===== config.mk =====
export PLATFORM = sky130hd
export DESIGN_NAME = vehicle_mode_supervisor_core
export DESIGN_NICKNAME = d
export VERILOG_FILES = /design/src/hdl/vms_pkg.sv /design/src/hdl/vehicle_mode_supervisor_core.sv /design/src/hdl/vms_cfg_regs.sv /design/src/hdl/vms_step_logic.sv
export SDC_FILE = /design/constraint.sdc
export NUM_CORES = 1
export LEC_CHECK = 0
export ABC_AREA = 1
export BUFFER_PORTS_ARGS = -buffer_cell sky130_fd_sc_hd__clkbuf_2
export CAP_MARGIN = 10
export CORE_ASPECT_RATIO = 0.9
export CORE_UTILIZATION = 56
export DETAILED_ROUTE_END_ITERATION = 8
export GPL_TIMING_DRIVEN = 1
export HOLD_SLACK_MARGIN = 0.03
export PLACE_DENSITY = 0.73
export SLEW_MARGIN = 25
export SYNTH_ARGS = -nofsm -noshare
export SYNTH_HDL_FRONTEND = slang
export SYNTH_SLANG_ARGS = --single-unit

===== constraint.sdc =====
create_clock -name clk -period 7.7 [get_ports clk]
set_input_delay 1.54 -clock clk [delete_from_list [all_inputs] [get_ports clk]]
set_output_delay 1.54 -clock clk [all_outputs]
set_load 0.05 [all_outputs]

===== src/hdl/vms_pkg.sv =====
// types, codes and constants shared by the vehicle mode supervisor
package vms_pkg;

  localparam int unsigned MV_W   = 15;
  localparam int unsigned TIME_W = 32;
  localparam int unsigned CFG_ADDR_W = 3;

  localparam logic [TIME_W-1:0] HIB_DWELL_MS   = 32'd600000;
  localparam logic [TIME_W-1:0] TRIP_END_MS    = 32'd120000;
  localparam logic [TIME_W-1:0] TRIP_START_MS  = 32'd5000;
  localparam logic [TIME_W-1:0] MOVED_STILL_MS = 32'd300000;
  localparam logic [MV_W:0]     WARN_HYST_MV   = 16'd200;

  localparam logic [CFG_ADDR_W-1:0] REG_DRIVE_ON  = 3'd0;
  localparam logic [CFG_ADDR_W-1:0] REG_DRIVE_OFF = 3'd1;
  localparam logic [CFG_ADDR_W-1:0] REG_WAKE      = 3'd2;
  localparam logic [CFG_ADDR_W-1:0] REG_HIBERNATE = 3'd3;
  localparam logic [CFG_ADDR_W-1:0] REG_WARN      = 3'd4;

  localparam logic [MV_W-1:0] RST_DRIVE_ON  = 15'd13200;
  localparam logic [MV_W-1:0] RST_DRIVE_OFF = 15'd12800;
  localparam logic [MV_W-1:0] RST_WAKE      = 15'd12400;
  localparam logic [MV_W-1:0] RST_HIBERNATE = 15'd11600;
  localparam logic [MV_W-1:0] RST_WARN      = 15'd11900;

  typedef enum logic [1:0] {
    VEH_PARKED    = 2'd0,
    VEH_MOVED     = 2'd1,
    VEH_DRIVING   = 2'd2,
    VEH_HIBERNATE = 2'd3
  } mode_t;

  typedef enum logic [2:0] {
    EV_NONE         = 3'd0,
    EV_WAKEUP       = 3'd1,
    EV_HIBERNATE    = 3'd2,
    EV_TRIP_START   = 3'd3,
    EV_TRIP_END     = 3'd4,
    EV_MOTION_ALARM = 3'd5
  } mode_event_t;

  typedef struct packed {
    logic [MV_W-1:0] drive_on_mv;
    logic [MV_W-1:0] drive_off_mv;
    logic [MV_W-1:0] wake_mv;
    logic [MV_W-1:0] hibernate_mv;
    logic [MV_W-1:0] warn_mv;
  } cfg_regs_t;

  typedef struct packed {
    mode_t             mode;
    logic [TIME_W-1:0] mode_entry_time;
    logic [TIME_W-1:0] low_volt_start;
    logic              low_volt_valid;
    logic [TIME_W-1:0] drive_hint_start;
    logic              drive_hint_valid;
    logic              warned;
  } sup_state_t;

endpackage


===== src/hdl/vehicle_mode_supervisor_core.sv =====
// vehicle mode supervisor top level: input stage, state, result stage
// an accepted input beat is held in the input register, then its result in the result register
// throughput: one beat per cycle while out_tready does not stall, set by the combinational state update
// between the input register and the result register
// reset: mode parked, timers invalid, warning cleared, thresholds at defaults
module vehicle_mode_supervisor_core (
  input  logic                               clk,
  input  logic                               rst_n,
  input  logic                               in_tvalid,
  output logic                               in_tready,
  input  logic [47:0]                        in_tdata,  // vbat_mv[14:0], moving[15], now_ms[47:16]
  output logic                               out_tvalid,
  input  logic                               out_tready,
  output logic [7:0]                         out_tdata, // mode[1:0], mode_event[4:2], battery_low_event[5], zero[7:6]
  input  logic                               cfg_valid,
  output logic                               cfg_ready,
  input  logic [vms_pkg::CFG_ADDR_W-1:0]     cfg_addr,
  input  logic [vms_pkg::MV_W-1:0]           cfg_data
);
  import vms_pkg::*;

  cfg_regs_t         cfg;
  logic              in_valid_r;
  logic [MV_W-1:0]   in_vbat_r;
  logic              in_moving_r;
  logic [TIME_W-1:0] in_now_r;
  sup_state_t        st_r;
  sup_state_t        st_nxt;
  mode_event_t       step_event;
  logic              step_low;
  logic              out_valid_r;
  mode_t             out_mode_r;
  mode_event_t       out_event_r;
  logic              out_low_r;
  logic              out_free;
  logic              advance;

  assign cfg_ready = 1'b1;

  vms_cfg_regs u_cfg (
    .clk     (clk),
    .rst_n   (rst_n),
    .wr_en   (cfg_valid),
    .wr_addr (cfg_addr),
    .wr_data (cfg_data),
    .cfg     (cfg)
  );

  assign out_free  = !out_valid_r || out_tready;
  assign advance   = in_valid_r && out_free;
  assign in_tready = !in_valid_r || out_free;

  always_ff @(posedge clk) begin
    if (!rst_n) begin
      in_valid_r <= 1'b0;
    end else if (in_tready) begin
      in_valid_r <= in_tvalid;
    end
  end

  always_ff @(posedge clk) begin
    if (in_tready && in_tvalid) begin
      in_vbat_r   <= in_tdata[14:0];
      in_moving_r <= in_tdata[15];
      in_now_r    <= in_tdata[47:16];
    end
  end

  vms_step_logic u_step (
    .st                (st_r),
    .cfg               (cfg),
    .vbat_mv           (in_vbat_r),
    .moving            (in_moving_r),
    .now_ms            (in_now_r),
    .st_nxt            (st_nxt),
    .mode_event        (step_event),
    .battery_low_event (step_low)
  );

  always_ff @(posedge clk) begin
    if (!rst_n) begin
      st_r.mode             <= VEH_PARKED;
      st_r.mode_entry_time  <= '0;
      st_r.low_volt_start   <= '0;
      st_r.low_volt_valid   <= 1'b0;
      st_r.drive_hint_start <= '0;
      st_r.drive_hint_valid <= 1'b0;
      st_r.warned           <= 1'b0;
    end else if (advance) begin
      st_r <= st_nxt;
    end
  end

  always_ff @(posedge clk) begin
    if (!rst_n) begin
      out_valid_r <= 1'b0;
    end else if (out_free) begin
      out_valid_r <= in_valid_r;
    end
  end

  always_ff @(posedge clk) begin
    if (advance) begin
      out_mode_r  <= st_nxt.mode;
      out_event_r <= step_event;
      out_low_r   <= step_low;
    end
  end

  assign out_tvalid = out_valid_r;
  assign out_tdata  = {2'b00, out_low_r, out_event_r, out_mode_r};

  a_adv_fills_out : assert property (@(posedge clk) disable iff (!rst_n)
    advance |=> out_valid_r)
    else $error("result register not loaded after a step");

  a_mode_matches : assert property (@(posedge clk) disable iff (!rst_n)
    advance |=> st_r.mode == out_mode_r)
    else $error("reported mode differs from held mode");

  a_alarm_moved : assert property (@(posedge clk) disable iff (!rst_n)
    out_valid_r && out_event_r == EV_MOTION_ALARM |-> out_mode_r == VEH_MOVED)
    else $error("motion alarm without moved mode");

  a_wake_parked : assert property (@(posedge clk) disable iff (!rst_n)
    out_valid_r && (out_event_r == EV_WAKEUP || out_event_r == EV_TRIP_END)
    |-> out_mode_r == VEH_PARKED)
    else $error("wakeup or trip end without parked mode");

endmodule


===== src/hdl/vms_cfg_regs.sv =====
// threshold register file written through the configuration channel
module vms_cfg_regs (
  input  logic                              clk,
  input  logic                              rst_n,
  input  logic                              wr_en,
  input  logic [vms_pkg::CFG_ADDR_W-1:0]    wr_addr,
  input  logic [vms_pkg::MV_W-1:0]          wr_data,
  output vms_pkg::cfg_regs_t                cfg
);
  import vms_pkg::*;

  cfg_regs_t cfg_r;
  cfg_regs_t cfg_nxt;

  always_comb begin
    cfg_nxt = cfg_r;
    if (wr_en) begin
      case (wr_addr)
        REG_DRIVE_ON:  cfg_nxt.drive_on_mv  = wr_data;
        REG_DRIVE_OFF: cfg_nxt.drive_off_mv = wr_data;
        REG_WAKE:      cfg_nxt.wake_mv      = wr_data;
        REG_HIBERNATE: cfg_nxt.hibernate_mv = wr_data;
        REG_WARN:      cfg_nxt.warn_mv      = wr_data;
        default:       cfg_nxt = cfg_r;
      endcase
    end
  end

  always_ff @(posedge clk) begin
    if (!rst_n) begin
      cfg_r.drive_on_mv  <= RST_DRIVE_ON;
      cfg_r.drive_off_mv <= RST_DRIVE_OFF;
      cfg_r.wake_mv      <= RST_WAKE;
      cfg_r.hibernate_mv <= RST_HIBERNATE;
      cfg_r.warn_mv      <= RST_WARN;
    end else begin
      cfg_r <= cfg_nxt;
    end
  end

  assign cfg = cfg_r;

endmodule


===== src/hdl/vms_step_logic.sv =====
// per-tick mode, timer and warning update with event decode
module vms_step_logic (
  input  vms_pkg::sup_state_t           st,
  input  vms_pkg::cfg_regs_t            cfg,
  input  logic [vms_pkg::MV_W-1:0]      vbat_mv,
  input  logic                          moving,
  input  logic [vms_pkg::TIME_W-1:0]    now_ms,
  output vms_pkg::sup_state_t           st_nxt,
  output vms_pkg::mode_event_t          mode_event,
  output logic                          battery_low_event
);
  import vms_pkg::*;

  // next state
  always_comb begin
    logic [TIME_W-1:0] lv_start;
    logic [TIME_W-1:0] dh_start;
    logic [TIME_W-1:0] lv_elapsed;
    logic [TIME_W-1:0] dh_elapsed;
    logic [TIME_W-1:0] mode_elapsed;
    logic              hib_entered;

    st_nxt       = st;
    lv_start     = st.low_volt_valid ? st.low_volt_start : now_ms;
    dh_start     = st.drive_hint_valid ? st.drive_hint_start : now_ms;
    lv_elapsed   = now_ms - lv_start;
    dh_elapsed   = now_ms - dh_start;
    mode_elapsed = now_ms - st.mode_entry_time;
    hib_entered  = 1'b0;

    if (st.mode == VEH_HIBERNATE) begin
      if (vbat_mv >= cfg.wake_mv) begin
        st_nxt.mode            = VEH_PARKED;
        st_nxt.mode_entry_time = now_ms;
      end
    end else begin
      if (vbat_mv <= cfg.hibernate_mv) begin
        st_nxt.low_volt_start = lv_start;
        st_nxt.low_volt_valid = 1'b1;
        if (lv_elapsed > HIB_DWELL_MS) begin
          st_nxt.mode            = VEH_HIBERNATE;
          st_nxt.mode_entry_time = now_ms;
          hib_entered            = 1'b1;
        end
      end else begin
        st_nxt.low_volt_start = '0;
        st_nxt.low_volt_valid = 1'b0;
      end

      if (!hib_entered) begin
        // low battery warning with hysteresis
        if (vbat_mv <= cfg.warn_mv && !st.warned) begin
          st_nxt.warned = 1'b1;
        end else if ({1'b0, vbat_mv} > ({1'b0, cfg.warn_mv} + WARN_HYST_MV)) begin
          st_nxt.warned = 1'b0;
        end

        if (st.mode == VEH_DRIVING) begin
          if (vbat_mv < cfg.drive_off_mv && !moving) begin
            st_nxt.drive_hint_start = dh_start;
            st_nxt.drive_hint_valid = 1'b1;
            if (dh_elapsed > TRIP_END_MS) begin
              st_nxt.drive_hint_start = '0;
              st_nxt.drive_hint_valid = 1'b0;
              st_nxt.mode             = VEH_PARKED;
              st_nxt.mode_entry_time  = now_ms;
            end
          end else begin
            st_nxt.drive_hint_start = '0;
            st_nxt.drive_hint_valid = 1'b0;
          end
        end else if (vbat_mv >= cfg.drive_on_mv) begin
          st_nxt.drive_hint_start = dh_start;
          st_nxt.drive_hint_valid = 1'b1;
          if (dh_elapsed > TRIP_START_MS) begin
            st_nxt.drive_hint_start = '0;
            st_nxt.drive_hint_valid = 1'b0;
            st_nxt.mode             = VEH_DRIVING;
            st_nxt.mode_entry_time  = now_ms;
          end
        end else begin
          st_nxt.drive_hint_start = '0;
          st_nxt.drive_hint_valid = 1'b0;
          if (moving && st.mode == VEH_PARKED) begin
            st_nxt.mode            = VEH_MOVED;
            st_nxt.mode_entry_time = now_ms;
          end else if (!moving && st.mode == VEH_MOVED &&
                       mode_elapsed > MOVED_STILL_MS) begin
            st_nxt.mode            = VEH_PARKED;
            st_nxt.mode_entry_time = now_ms;
          end
        end
      end
    end
  end

  // mode events follow from the mode transition, the battery low event from a rising warning flag
  always_comb begin
    mode_event = EV_NONE;
    case (st_nxt.mode)
      VEH_PARKED: begin
        if (st.mode == VEH_HIBERNATE) mode_event = EV_WAKEUP;
        else if (st.mode == VEH_DRIVING) mode_event = EV_TRIP_END;
      end
      VEH_MOVED: begin
        if (st.mode == VEH_PARKED) mode_event = EV_MOTION_ALARM;
      end
      VEH_DRIVING: begin
        if (st.mode != VEH_DRIVING) mode_event = EV_TRIP_START;
      end
      VEH_HIBERNATE: begin
        if (st.mode != VEH_HIBERNATE) mode_event = EV_HIBERNATE;
      end
      default: mode_event = EV_NONE;
    endcase
    battery_low_event = st_nxt.warned & ~st.warned;
  end

endmodule

Word level (Yosys, flattened, before mapping)
Cells that the tools add are included.
{"block": "op_classes", "add_sub_neg": 4, "mul": 0, "n_div": 0, "n_lt_le_gt_ge": 10, "n_eq_ne": 13, "shifts": 0, "mux": 33, "bitwise": 4, "reduce_logical": 24}
{"op": "34-bit two-way mux", "count": 12}
{"op": "33-bit two-way mux", "count": 6}
{"op": "32-bit subtractor", "count": 3}
{"op": "32-bit two-way mux", "count": 2}
{"op": "32-bit by 13-bit > comparator with 1-bit output (second input constant)", "count": 1}
{"op": "32-bit by 17-bit > comparator with 1-bit output (second input constant)", "count": 1}
{"op": "32-bit by 19-bit > comparator with 1-bit output (second input constant)", "count": 1}
{"op": "32-bit by 20-bit > comparator with 1-bit output (second input constant)", "count": 1}
{"op": "15-bit greater-or-equal comparator", "count": 2}
{"op": "15-bit <= comparator", "count": 2}
{"op": "15-bit by 8-bit adder with 16-bit output (second input constant)", "count": 1}
{"op": "15-bit by 16-bit > comparator with 1-bit output", "count": 1}
{"op": "15-bit less-than comparator", "count": 1}
{"op": "2-bit AND reduction", "count": 7}
{"op": "3-bit one-hot mux with 4 select lines", "count": 1}
{"op": "3-bit two-way mux", "count": 3}
{"op": "2-bit == test (second input constant)", "count": 4}
{"op": "1-bit logical AND", "count": 7}
{"op": "1-bit two-way mux", "count": 7}
{"op": "3-bit by 2-bit == test with 1-bit output (second input constant)", "count": 2}
{"op": "2-bit by 1-bit == test with 1-bit output (second input constant)", "count": 2}
{"op": "1-bit logical NOT", "count": 4}
{"op": "2-bit logical NOT", "count": 2}
{"op": "2-bit two-way mux", "count": 2}
{"op": "other kinds (9)", "count": 13}
{"block": "totals", "ff_bits": 232, "latchBits": 0, "ramBits": 0, "mem_bits_ro": 0, "elab_cells": 108, "mem_count": 0}

Longest topological paths before layout
Gate-level depths: netlist (run 1).
{"block": "depth", "depth_word": 13, "ltp_mapped": 31}

Modules after synthesis
A second synthesis (run 1) with hierarchy kept.
{"block": "hier_totals", "hier_cells": 3814, "hier_area_um2": 22415.2}
{"module": "vms_step_logic", "n_inst": 1, "cells_each": 2673, "area_each_um2": 13208.9, "seq_area_each_um2": 0.0}
{"module": "vehicle_mode_supervisor_core", "n_inst": 1, "cells_each": 735, "area_each_um2": 6246.0, "seq_area_each_um2": 3683.5}
{"module": "vms_cfg_regs", "n_inst": 1, "cells_each": 406, "area_each_um2": 2960.3, "seq_area_each_um2": 1501.4}

Worst setup path before layout (run 1)
Ideal clock, no wire load.
{"block": "synth_timing", "kind": "flip-flop to flip-flop", "start": "register st_r[34] (netlist name)", "end": "register st_r[68] (netlist name)", "setup_time_ps": 119, "t_arrival_ps": 3453, "required_time_ps": 7581, "setup_slack_ps": 4127, "path_stages_with_launch": 29, "cell_sequence": "dfxtp_1 clkbuf_1 clkbuf_1 nand2_1 o21ai_0 ha_1 inv_1 fa_1 nand3_1 nand3_1 nand3_1 nand3_1 nand2_1 nand2_1 nand2_1 nand2_1 nor2_2 nand2_1 nor2_2 nand3_1 nand2_2 nand3_4 nand2_4 inv_4 nand2_4 buf_4 nand2_1 nand3_1 a21oi_1"}
{"block": "synth_between", "elab_chain_len": 11, "word_cells_on_any_way": 17, "cone_classes": "1 x add/sub; 1 x order compare; 15 x mux"}
{"element": "from (decl)", "line_no": "vehicle_mode_supervisor_core.sv:27", "rtl": "sup_state_t st_r;"}
{"element": "from (signal assigned)", "line_no": "vehicle_mode_supervisor_core.sv:90", "rtl": "st_r <= st_nxt;"}
{"element": "32-bit two-way mux *", "line_no": "vms_step_logic.sv:24", "rtl": "lv_start = st.low_volt_valid ? st.low_volt_start : now_ms;"}
{"element": "32-bit subtractor *", "line_no": "vms_step_logic.sv:26", "rtl": "lv_elapsed = now_ms - lv_start;"}
{"element": "32-bit by 20-bit > comparator with 1-bit output *", "line_no": "vms_step_logic.sv:40", "rtl": "if (lv_elapsed > HIB_DWELL_MS) begin"}
{"element": "34-bit two-way mux", "line_no": "vms_step_logic.sv:40"}
{"element": "34-bit two-way mux", "line_no": "vms_step_logic.sv:37", "rtl": "if (vbat_mv <= cfg.hibernate_mv) begin"}
{"element": "34-bit two-way mux", "line_no": "vms_step_logic.sv:87", "rtl": "end else if (!moving && st.mode == VEH_MOVED &&"}
{"element": "34-bit two-way mux", "line_no": "vms_step_logic.sv:84", "rtl": "if (moving && st.mode == VEH_PARKED) begin"}
{"element": "34-bit two-way mux", "line_no": "vms_step_logic.sv:72", "rtl": "end else if (vbat_mv >= cfg.drive_on_mv) begin"}
{"element": "34-bit two-way mux", "line_no": "vms_step_logic.sv:58", "rtl": "if (st.mode == VEH_DRIVING) begin"}
{"element": "34-bit two-way mux *", "line_no": "vms_step_logic.sv:50", "rtl": "if (!hib_entered) begin"}
{"element": "34-bit two-way mux *", "line_no": "vms_step_logic.sv:31", "rtl": "if (st.mode == VEH_HIBERNATE) begin"}
Mark *: on every way between the ends. The rest lies on a longest branch, timed or not. The select of a mux whose other input is x is not followed.
A chain may end at the register's enable or synchronous reset.

Final worst setup path (run 1)
{"block": "layout_timing", "start": "register st_r[1] (netlist name)", "end": "register st_r[79] (netlist name)"}
{"block": "layout_between", "elab_chain_len": 8, "word_cells_on_any_way": 11, "cone_classes": "1 x add/sub; 2 x order compare; 8 x mux"}
{"element": "32-bit two-way mux *", "line_no": "vms_step_logic.sv:25", "rtl": "dh_start = st.drive_hint_valid ? st.drive_hint_start : now_ms;"}
{"element": "32-bit subtractor *", "line_no": "vms_step_logic.sv:27", "rtl": "dh_elapsed = now_ms - dh_start;"}
{"element": "32-bit by 13-bit > comparator with 1-bit output / 32-bit by 17-bit > comparator with 1-bit output (equally long branches)", "line_no": "vms_step_logic.sv:75, vms_step_logic.sv:62"}
{"element": "34-bit two-way mux (on tied branches)", "line_no": "vms_step_logic.sv:75, vms_step_logic.sv:62"}
{"element": "34-bit two-way mux (on tied branches)", "line_no": "vms_step_logic.sv:72, vms_step_logic.sv:59"}
{"element": "34-bit two-way mux *", "line_no": "vms_step_logic.sv:58"}
{"element": "34-bit two-way mux *", "line_no": "vms_step_logic.sv:50"}
{"element": "34-bit two-way mux *", "line_no": "vms_step_logic.sv:31"}
Mark *: on every way between the ends. The rest lies on a longest branch, timed or not.

==> flow_summary.json, run 1 <==
{
  "ff2ff_path_depth": 25,
  "hold_buffers": 0,
  "die_area_um2": 36100,
  "syn_area_per_cell_um2": 6.19,
  "drcViolationCount": 0,
  "status": "complete, no violations",
  "cts_tree": "done",
  "fp.dieW_um": 200,
  "clock-sinks": 232,
  "ys_seq_area_share_pct": 26.2,
  "grt_max_degree": 103,
  "power.density_nw_per_um2": 181,
  "period_needed_ns": 5.05,
  "start_kind": "register",
  "place_congestion": 0.984,
  "antenna_cells": 0,
  "finalHoldViolCount": 0,
  "drtIter0Drc": 1897,
  "slew_violations": 0,
  "fin_crit_sh_pct": 65.5,
  "core_um2": 34400,
  "layout_commonest_cell": "nand2_1",
  "ant_nets": 0,
  "whs_endpoint": "u_cfg.cfg[62]$_SDFFE_PN0P_",
  "final_util_pct": 62.0,
  "r2r_end": "st_r[79]$_SDFFE_PN0P_",
  "final_layout_size_suffix_gt1_share_pct": 5.69,
  "routedWlPerCell_um": 16.4,
  "rrSetupSlack_ns": 2.65,
  "finalPower_mw": 3.87,
  "setup_viol": 0,
  "synthSimpleGateAreaFrac_pct": 32.5,
  "cts_buffer_depth": 3,
  "synth.distinct_cells": 51,
  "fmax_mhz": 198,
  "synth_edf_count": 54,
  "die_h_um": 180,
  "dp_hpwl_um": 46800,
  "finClkSkew_ns": 0.0316,
  "cts_max_level": 1,
  "antenna_found_initial": 0,
  "finalNetCount": 3489,
  "tns_ns": 0,
  "rsz0062_at_grt": "false",
  "overflow": 0,
  "cts_buffers": 25,
  "initial_core_util_pct": 57.5,
  "min-delay-start": "u_cfg.cfg[62]$_SDFFE_PN0P_",
  "cap_viol_max_count": 0,
  "syn_area_um2": 19800,
  "num_vias": 20700,
  "post_dp_cell_area_um2": 20500,
  "portBuffers": 78,
  "dp_cells": 3669,
  "leakage_nw": 10.6,
  "worstPathArrival_ns": 5.53,
  "wl_um": 61100,
  "clk_latency_ns": 0.57,
  "grt_usage_pct": 33.7,
  "synthAdderAreaFrac_pct": 11.7,
  "instances_no_fill": 3715,
  "post_cts_buffers": 0,
  "post_cts_resized": 0,
  "crit_type": "reg2reg",
  "first_pass_iters": 6,
  "yosysWarnings": 0,
  "worst_slew_pin_slew_ns": 0.994,
  "areaGrowthSynthToFinish_pct": 7.81,
  "grt_pass1_vias": 19300,
  "root_buffer": "clkbuf_16",
  "slew_headroom_pct": 33.7,
  "synthCells": 3199,
  "r2r_start": "st_r[1]$_SDFFE_PN0P_",
  "critical_path_required_ns": 8.19,
  "grt_pass1_wl_um": 99200,
  "critPathMaxFanout": 66,
  "ios": 82,
  "cp-end-kind": "register",
  "hp-class": "reg2reg",
  "row_count": 64,
  "synth-xor-area-share_pct": 1.06,
  "path_clk_slew_ns": 0.07,
  "synthFlopType": "dfxtp_1",
  "layout_common_cells": "920 x nand2_1, 588 x inv_1, 238 x nor2_1, 238 x a21oi_1, 198 x nand3_1",
  "ys_seq_elements": 232,
  "min_delay_path_depth": 2,
  "async_reset_ff_share_pct": 0,
  "vias_per_cell": 5.58,
  "final_area_um2": 21400,
  "ir_worst_vdd_mv": 0.176,
  "synthMuxAreaShare_pct": 0,
  "synth_compound_area_share_pct": 15.1,
  "synth_top_family_by_area": "simple AND/OR/NAND/NOR gates"
}
-- report_power, final --
group / total (mW) / internal (mW) / switching, mW / leakage (nW)
Sequential: 1.37 / 1.30 / 0.0698 / 1.97
Combinational: 1.23 / 0.403 / 0.831 / 8.22
Clock: 1.27 / 0.730 / 0.536 / 0.426
Total: 3.87 / 2.44 / 1.44 / 10.6
-- synth_stat cells (all sizes together) (10+ instances only) --
cell type | count | area, um2
a21oi | 240 | 1210
a31oi | 34 | 213
buf | 23 | 161
clkbuf | 61 | 229
dfxtp | 178 | 3560
edfxtp | 54 | 1620
ha | 181 | 2260
inv | 599 | 2250
nand2 | 937 | 3570
nand3 | 203 | 1050
nand3b | 28 | 210
nand4 | 57 | 357
nor2 | 252 | 997
nor3 | 29 | 160
o211ai | 26 | 195
o21ai | 189 | 946
o21bai | 12 | 90.1
o22ai | 32 | 200
xnor2 | 10 | 87.6
xor2 | 14 | 123
-- cell families (layout without fill, tap and decap cells) --
logic type	count (synthesis)	count (layout)
compound gates	550	550
xor+xnor	24	24
fa+ha+maj	184	184
buf+inv	686	739
flops	232	232
other cells	2	3
simple gates	1521	1521
-- flip-flops by register name (all words and copies together) (netlist names) --
register and count:
st_r 101, u_cfg.cfg 75, in_now_r 32, in_vbat_r 15, out_event_r 3, out_mode_r 2
in_moving_r 1, in_valid_r 1, out_low_r 1, out_tvalid 1
-- area by class of cell --
class                           count  area, um2
Fill cell                        3304      13100
Tap cell                          462        578
Sequential cell                   232       5180
Multi-Input combinational cell   2282      12000
Inverter                          602       2260
Clock inverter                      9       91.3
Timing Repair Buffer               91        488
Clock buffer                       37        767
-- routing by layer --
metal | vias up | share of wire (%) | GRT usage [%]
li1 | 10400 | - | -
met1 | 9442 | 45 | 45.9
met2 | 803 | 44 | 54.0
met3 | 130 | 7.6 | 4.97
met4 | 0 | 3.6 | 12.0
met5 | - | 0 | 0
-- through the flow --
step                      hold WS [ns]  setup WS [ns]
after floorplan                  0.435           4.13
after global placement           0.445           2.93
after detailed placement         0.454           2.78
after CTS                        0.464           2.76
after global routing             0.485           2.26
final                            0.463           2.65
-- how the worst max path moves through the flow --
stage,startpoint,end,slack (ns),cells after the start
after floorplan,st_r[34]$_SDFFE_PN0P_,st_r[68]$_SDFFE_PN0P_,4.13,28
after global placement,st_r[1]$_SDFFE_PN0P_,st_r[76]$_SDFFE_PN0P_,2.93,25
after detailed placement,st_r[1]$_SDFFE_PN0P_,st_r[89]$_SDFFE_PN0P_,2.78,25
after CTS,st_r[1]$_SDFFE_PN0P_,st_r[79]$_SDFFE_PN0P_,2.76,25
after global routing,st_r[1]$_SDFFE_PN0P_,st_r[71]$_SDFFE_PN0P_,2.26,25
final,st_r[1]$_SDFFE_PN0P_,st_r[79]$_SDFFE_PN0P_,2.65,25
-- worst max-delay path, cell delays in order (launching register included) --
cell and delay (ns):
dfxtp_1 0.30, buf_4 0.47, o21ai_0 0.24, ha_1 0.26, fa_1 0.41, inv_1 0.16, nand3_1 0.12, nand2_1 0.16
nand2_1 0.07, nand2_1 0.13, nand2_1 0.09, nand2_1 0.11, nand2_1 0.08, nand3_1 0.09, nand2_1 0.07, nor2_1 0.10
nand2_1 0.06, nor2_1 0.18, nand2_1 0.19, nand2_1 0.15, nand3_1 0.10, nand2_2 0.58, nand2_4 0.42, nand2_1 0.15
nand3_1 0.09, a21oi_1 0.19
No activity file was read; power rests on OpenSTA's default activity.
==> run 2, diff against run 1 <==
--- a/config.mk
+++ b/config.mk
@@ -13,7 +13,7 @@
 export DETAILED_ROUTE_END_ITERATION = 8
 export GPL_TIMING_DRIVEN = 1
 export HOLD_SLACK_MARGIN = 0.03
-export PLACE_DENSITY = 0.73
+export PLACE_DENSITY = 0.76
 export SLEW_MARGIN = 25
 export SYNTH_ARGS = -nofsm -noshare
 export SYNTH_HDL_FRONTEND = slang
==> constraint.sdc (replaced) <==
create_clock -name clk -period 4.6 [get_ports clk]
set_input_delay 0.92 -clock clk [delete_from_list [all_inputs] [get_ports clk]]
set_output_delay 0.92 -clock clk [all_outputs]
set_load 0.05 [all_outputs]
==> flow_summary.json, run 2 (same netlist as run 1, synthesis figures left out) <==
{
  "antenna_found_initial": 1,
  "grt_usage_pct": 32.7,
  "place_congestion": 1.00,
  "status": "complete, no violations",
  "hold_buffers": 0,
  "fmax_mhz": 234,
  "finalNetCount": 3499,
  "ff2ff_path_depth": 24,
  "clk_latency_ns": 0.58,
  "fin_crit_sh_pct": 92.7,
  "initial_core_util_pct": 57.5,
  "rrSetupSlack_ns": 0.33,
  "finClkSkew_ns": 0.0191,
  "overflow": 0,
  "drtIter0Drc": 1967,
  "tns_ns": 0,
  "grt_max_degree": 103,
  "r2r_start": "in_now_r[1]$_DFFE_PP_",
  "ant_nets": 0,
  "critPathMaxFanout": 32,
  "r2r_end": "st_r[67]$_SDFFE_PN0P_",
  "top_register": "st_r",
  "clock-sinks": 232,
  "num_vias": 20700,
  "worst_slew_pin_slew_ns": 0.994,
  "period_needed_ns": 4.27,
  "first_pass_iters": 6,
  "grt_pass1_wl_um": 96800,
  "die_area_um2": 36100,
  "final_layout_size_suffix_gt1_share_pct": 5.82,
  "hp-class": "reg2reg",
  "rsz0062_at_grt": "false",
  "slew_headroom_pct": 33.7,
  "cts_tree": "done",
  "path_clk_slew_ns": 0.06,
  "vias_per_cell": 5.56,
  "critical_path_required_ns": 5.08,
  "fp.dieW_um": 200,
  "layout_common_cells": "921 x nand2_1, 588 x inv_1, 238 x nor2_1, 238 x a21oi_1, 198 x nand3_1",
  "layout_commonest_cell": "nand2_1",
  "root_buffer": "clkbuf_16",
  "areaGrowthSynthToFinish_pct": 8.24,
  "drcViolationCount": 0,
  "cts_max_level": 1,
  "setup_viol": 0,
  "leakage_nw": 10.7,
  "min_delay_path_depth": 2,
  "cts_buffers": 27,
  "portBuffers": 78,
  "final_area_um2": 21400,
  "ios": 82,
  "power.density_nw_per_um2": 303,
  "finalHoldViolCount": 0,
  "start_kind": "register",
  "dp_hpwl_um": 46700,
  "slew_violations": 0,
  "wl_um": 60300,
  "worstPathArrival_ns": 4.75,
  "cts_buffer_depth": 3,
  "core_um2": 34400,
  "row_count": 64,
  "crit_type": "reg2reg",
  "num-fill-cells": 3332,
  "min-delay-start": "u_cfg.cfg[31]$_SDFFE_PN0P_",
  "cp-end-kind": "register",
  "grt_pass1_vias": 19100,
  "cap_viol_max_count": 0,
  "die_h_um": 180,
  "routedWlPerCell_um": 16.2,
  "largest_register_ffs": 101,
  "post_dp_cell_area_um2": 20600,
  "whs_endpoint": "u_cfg.cfg[31]$_SDFFE_PN0P_",
  "ir_worst_vdd_mv": 0.315
}
-- run 2: changes by cell type in the layout (fill, tap and decap cells not counted), moves of 3 or more --
cell,change
buf_4,+6
clkbuf_1,+4
clkinv_2,-4
clkbuf_8,-3
-- run 2: how the worst max path moves through the flow --
stage / startpoint / depth (start not counted) / slack (ns) / end
2_1_floorplan: st_r[34]$_SDFFE_PN0P_ / 28 / 1.03 / st_r[68]$_SDFFE_PN0P_
3_3_place_gp: st_r[1]$_SDFFE_PN0P_ / 23 / 0.35 / st_r[92]$_SDFFE_PN0P_
3_5_place_dp: st_r[1]$_SDFFE_PN0P_ / 24 / 0.19 / st_r[87]$_SDFFE_PN0P_
4_1_cts: st_r[1]$_SDFFE_PN0P_ / 24 / 0.18 / st_r[87]$_SDFFE_PN0P_
5_1_grt: in_now_r[6]$_DFFE_PP_ / 23 / 0.05 / st_r[67]$_SDFFE_PN0P_
6_report: in_now_r[1]$_DFFE_PP_ / 24 / 0.33 / st_r[67]$_SDFFE_PN0P_
-- run 2: area by class of cell --
type	count	area, um2	share of cell area, %
antenna	1	2.50	0.0117
clock buffer	38	758	3.54
clock inverter	11	113	0.525
inverter	602	2260	10.6
multi-input combinational	2282	12000	55.9
sequential	232	5190	24.2
tap	462	578	2.70
timing repair buffer	99	556	2.59
-- run 2: what timing repair did --
item                                    in CTS  in global routing
endpoints found under the setup margin       0                 66
resized for setup                            0                  2
setup buffers                                0                  1
-- run 2: layer usage --
layer | vias to the layer above | GRT usage (%) | routed length [um] | share of wire, %
met3 | 112 | 4.09 | 4960 | 8.2
met2 | 826 | 53.0 | 26600 | 44
met1 | 9393 | 45.5 | 27100 | 45
met5 | - | 0 | 0 | 0
met4 | 0 | 8.89 | 1660 | 2.8
li1 | 10400 | - | - | -
-- run 2: critical path, stage by stage, from the launching register on --
cell	delay, ns
edfxtp_1	0.59
o21ai_0	0.30
inv_1	0.12
fa_1	0.45
inv_1	0.14
nand3_1	0.12
nand2_1	0.16
nand2_1	0.06
nand2_1	0.13
nand2_1	0.08
nand2_1	0.13
nand2_1	0.09
nand3_1	0.09
nand2_1	0.06
nor2_1	0.10
nand2_1	0.05
nor2_1	0.19
nand2_1	0.17
nand2_1	0.14
nand2_4	0.06
inv_4	0.23
nand2_4	0.28
nand2_1	0.13
nand3_1	0.08
a21oi_1	0.20
-- run 2: report_power, final --
part	leakage (nW)	switching, mW	internal (mW)
Combinational	8.26	1.39	0.681
Clock	0.417	0.922	1.22
Sequential	1.98	0.110	2.18
Total	10.7	2.42	4.08
-- run 2: stage by stage --
step                setup WS (ns)  hold WS (ns)  util (%)  std cells  power (mW)
floorplan                    1.03         0.435         -       3200        3.80
global placement            0.348         0.445      59.7       3676        4.29
detailed placement          0.192         0.454      59.7       3676        4.34
CTS                         0.178         0.463      62.2       3725        6.49
global route               0.0466         0.477      62.3       3726        6.86
finish                      0.335         0.461      62.3       3727        6.50
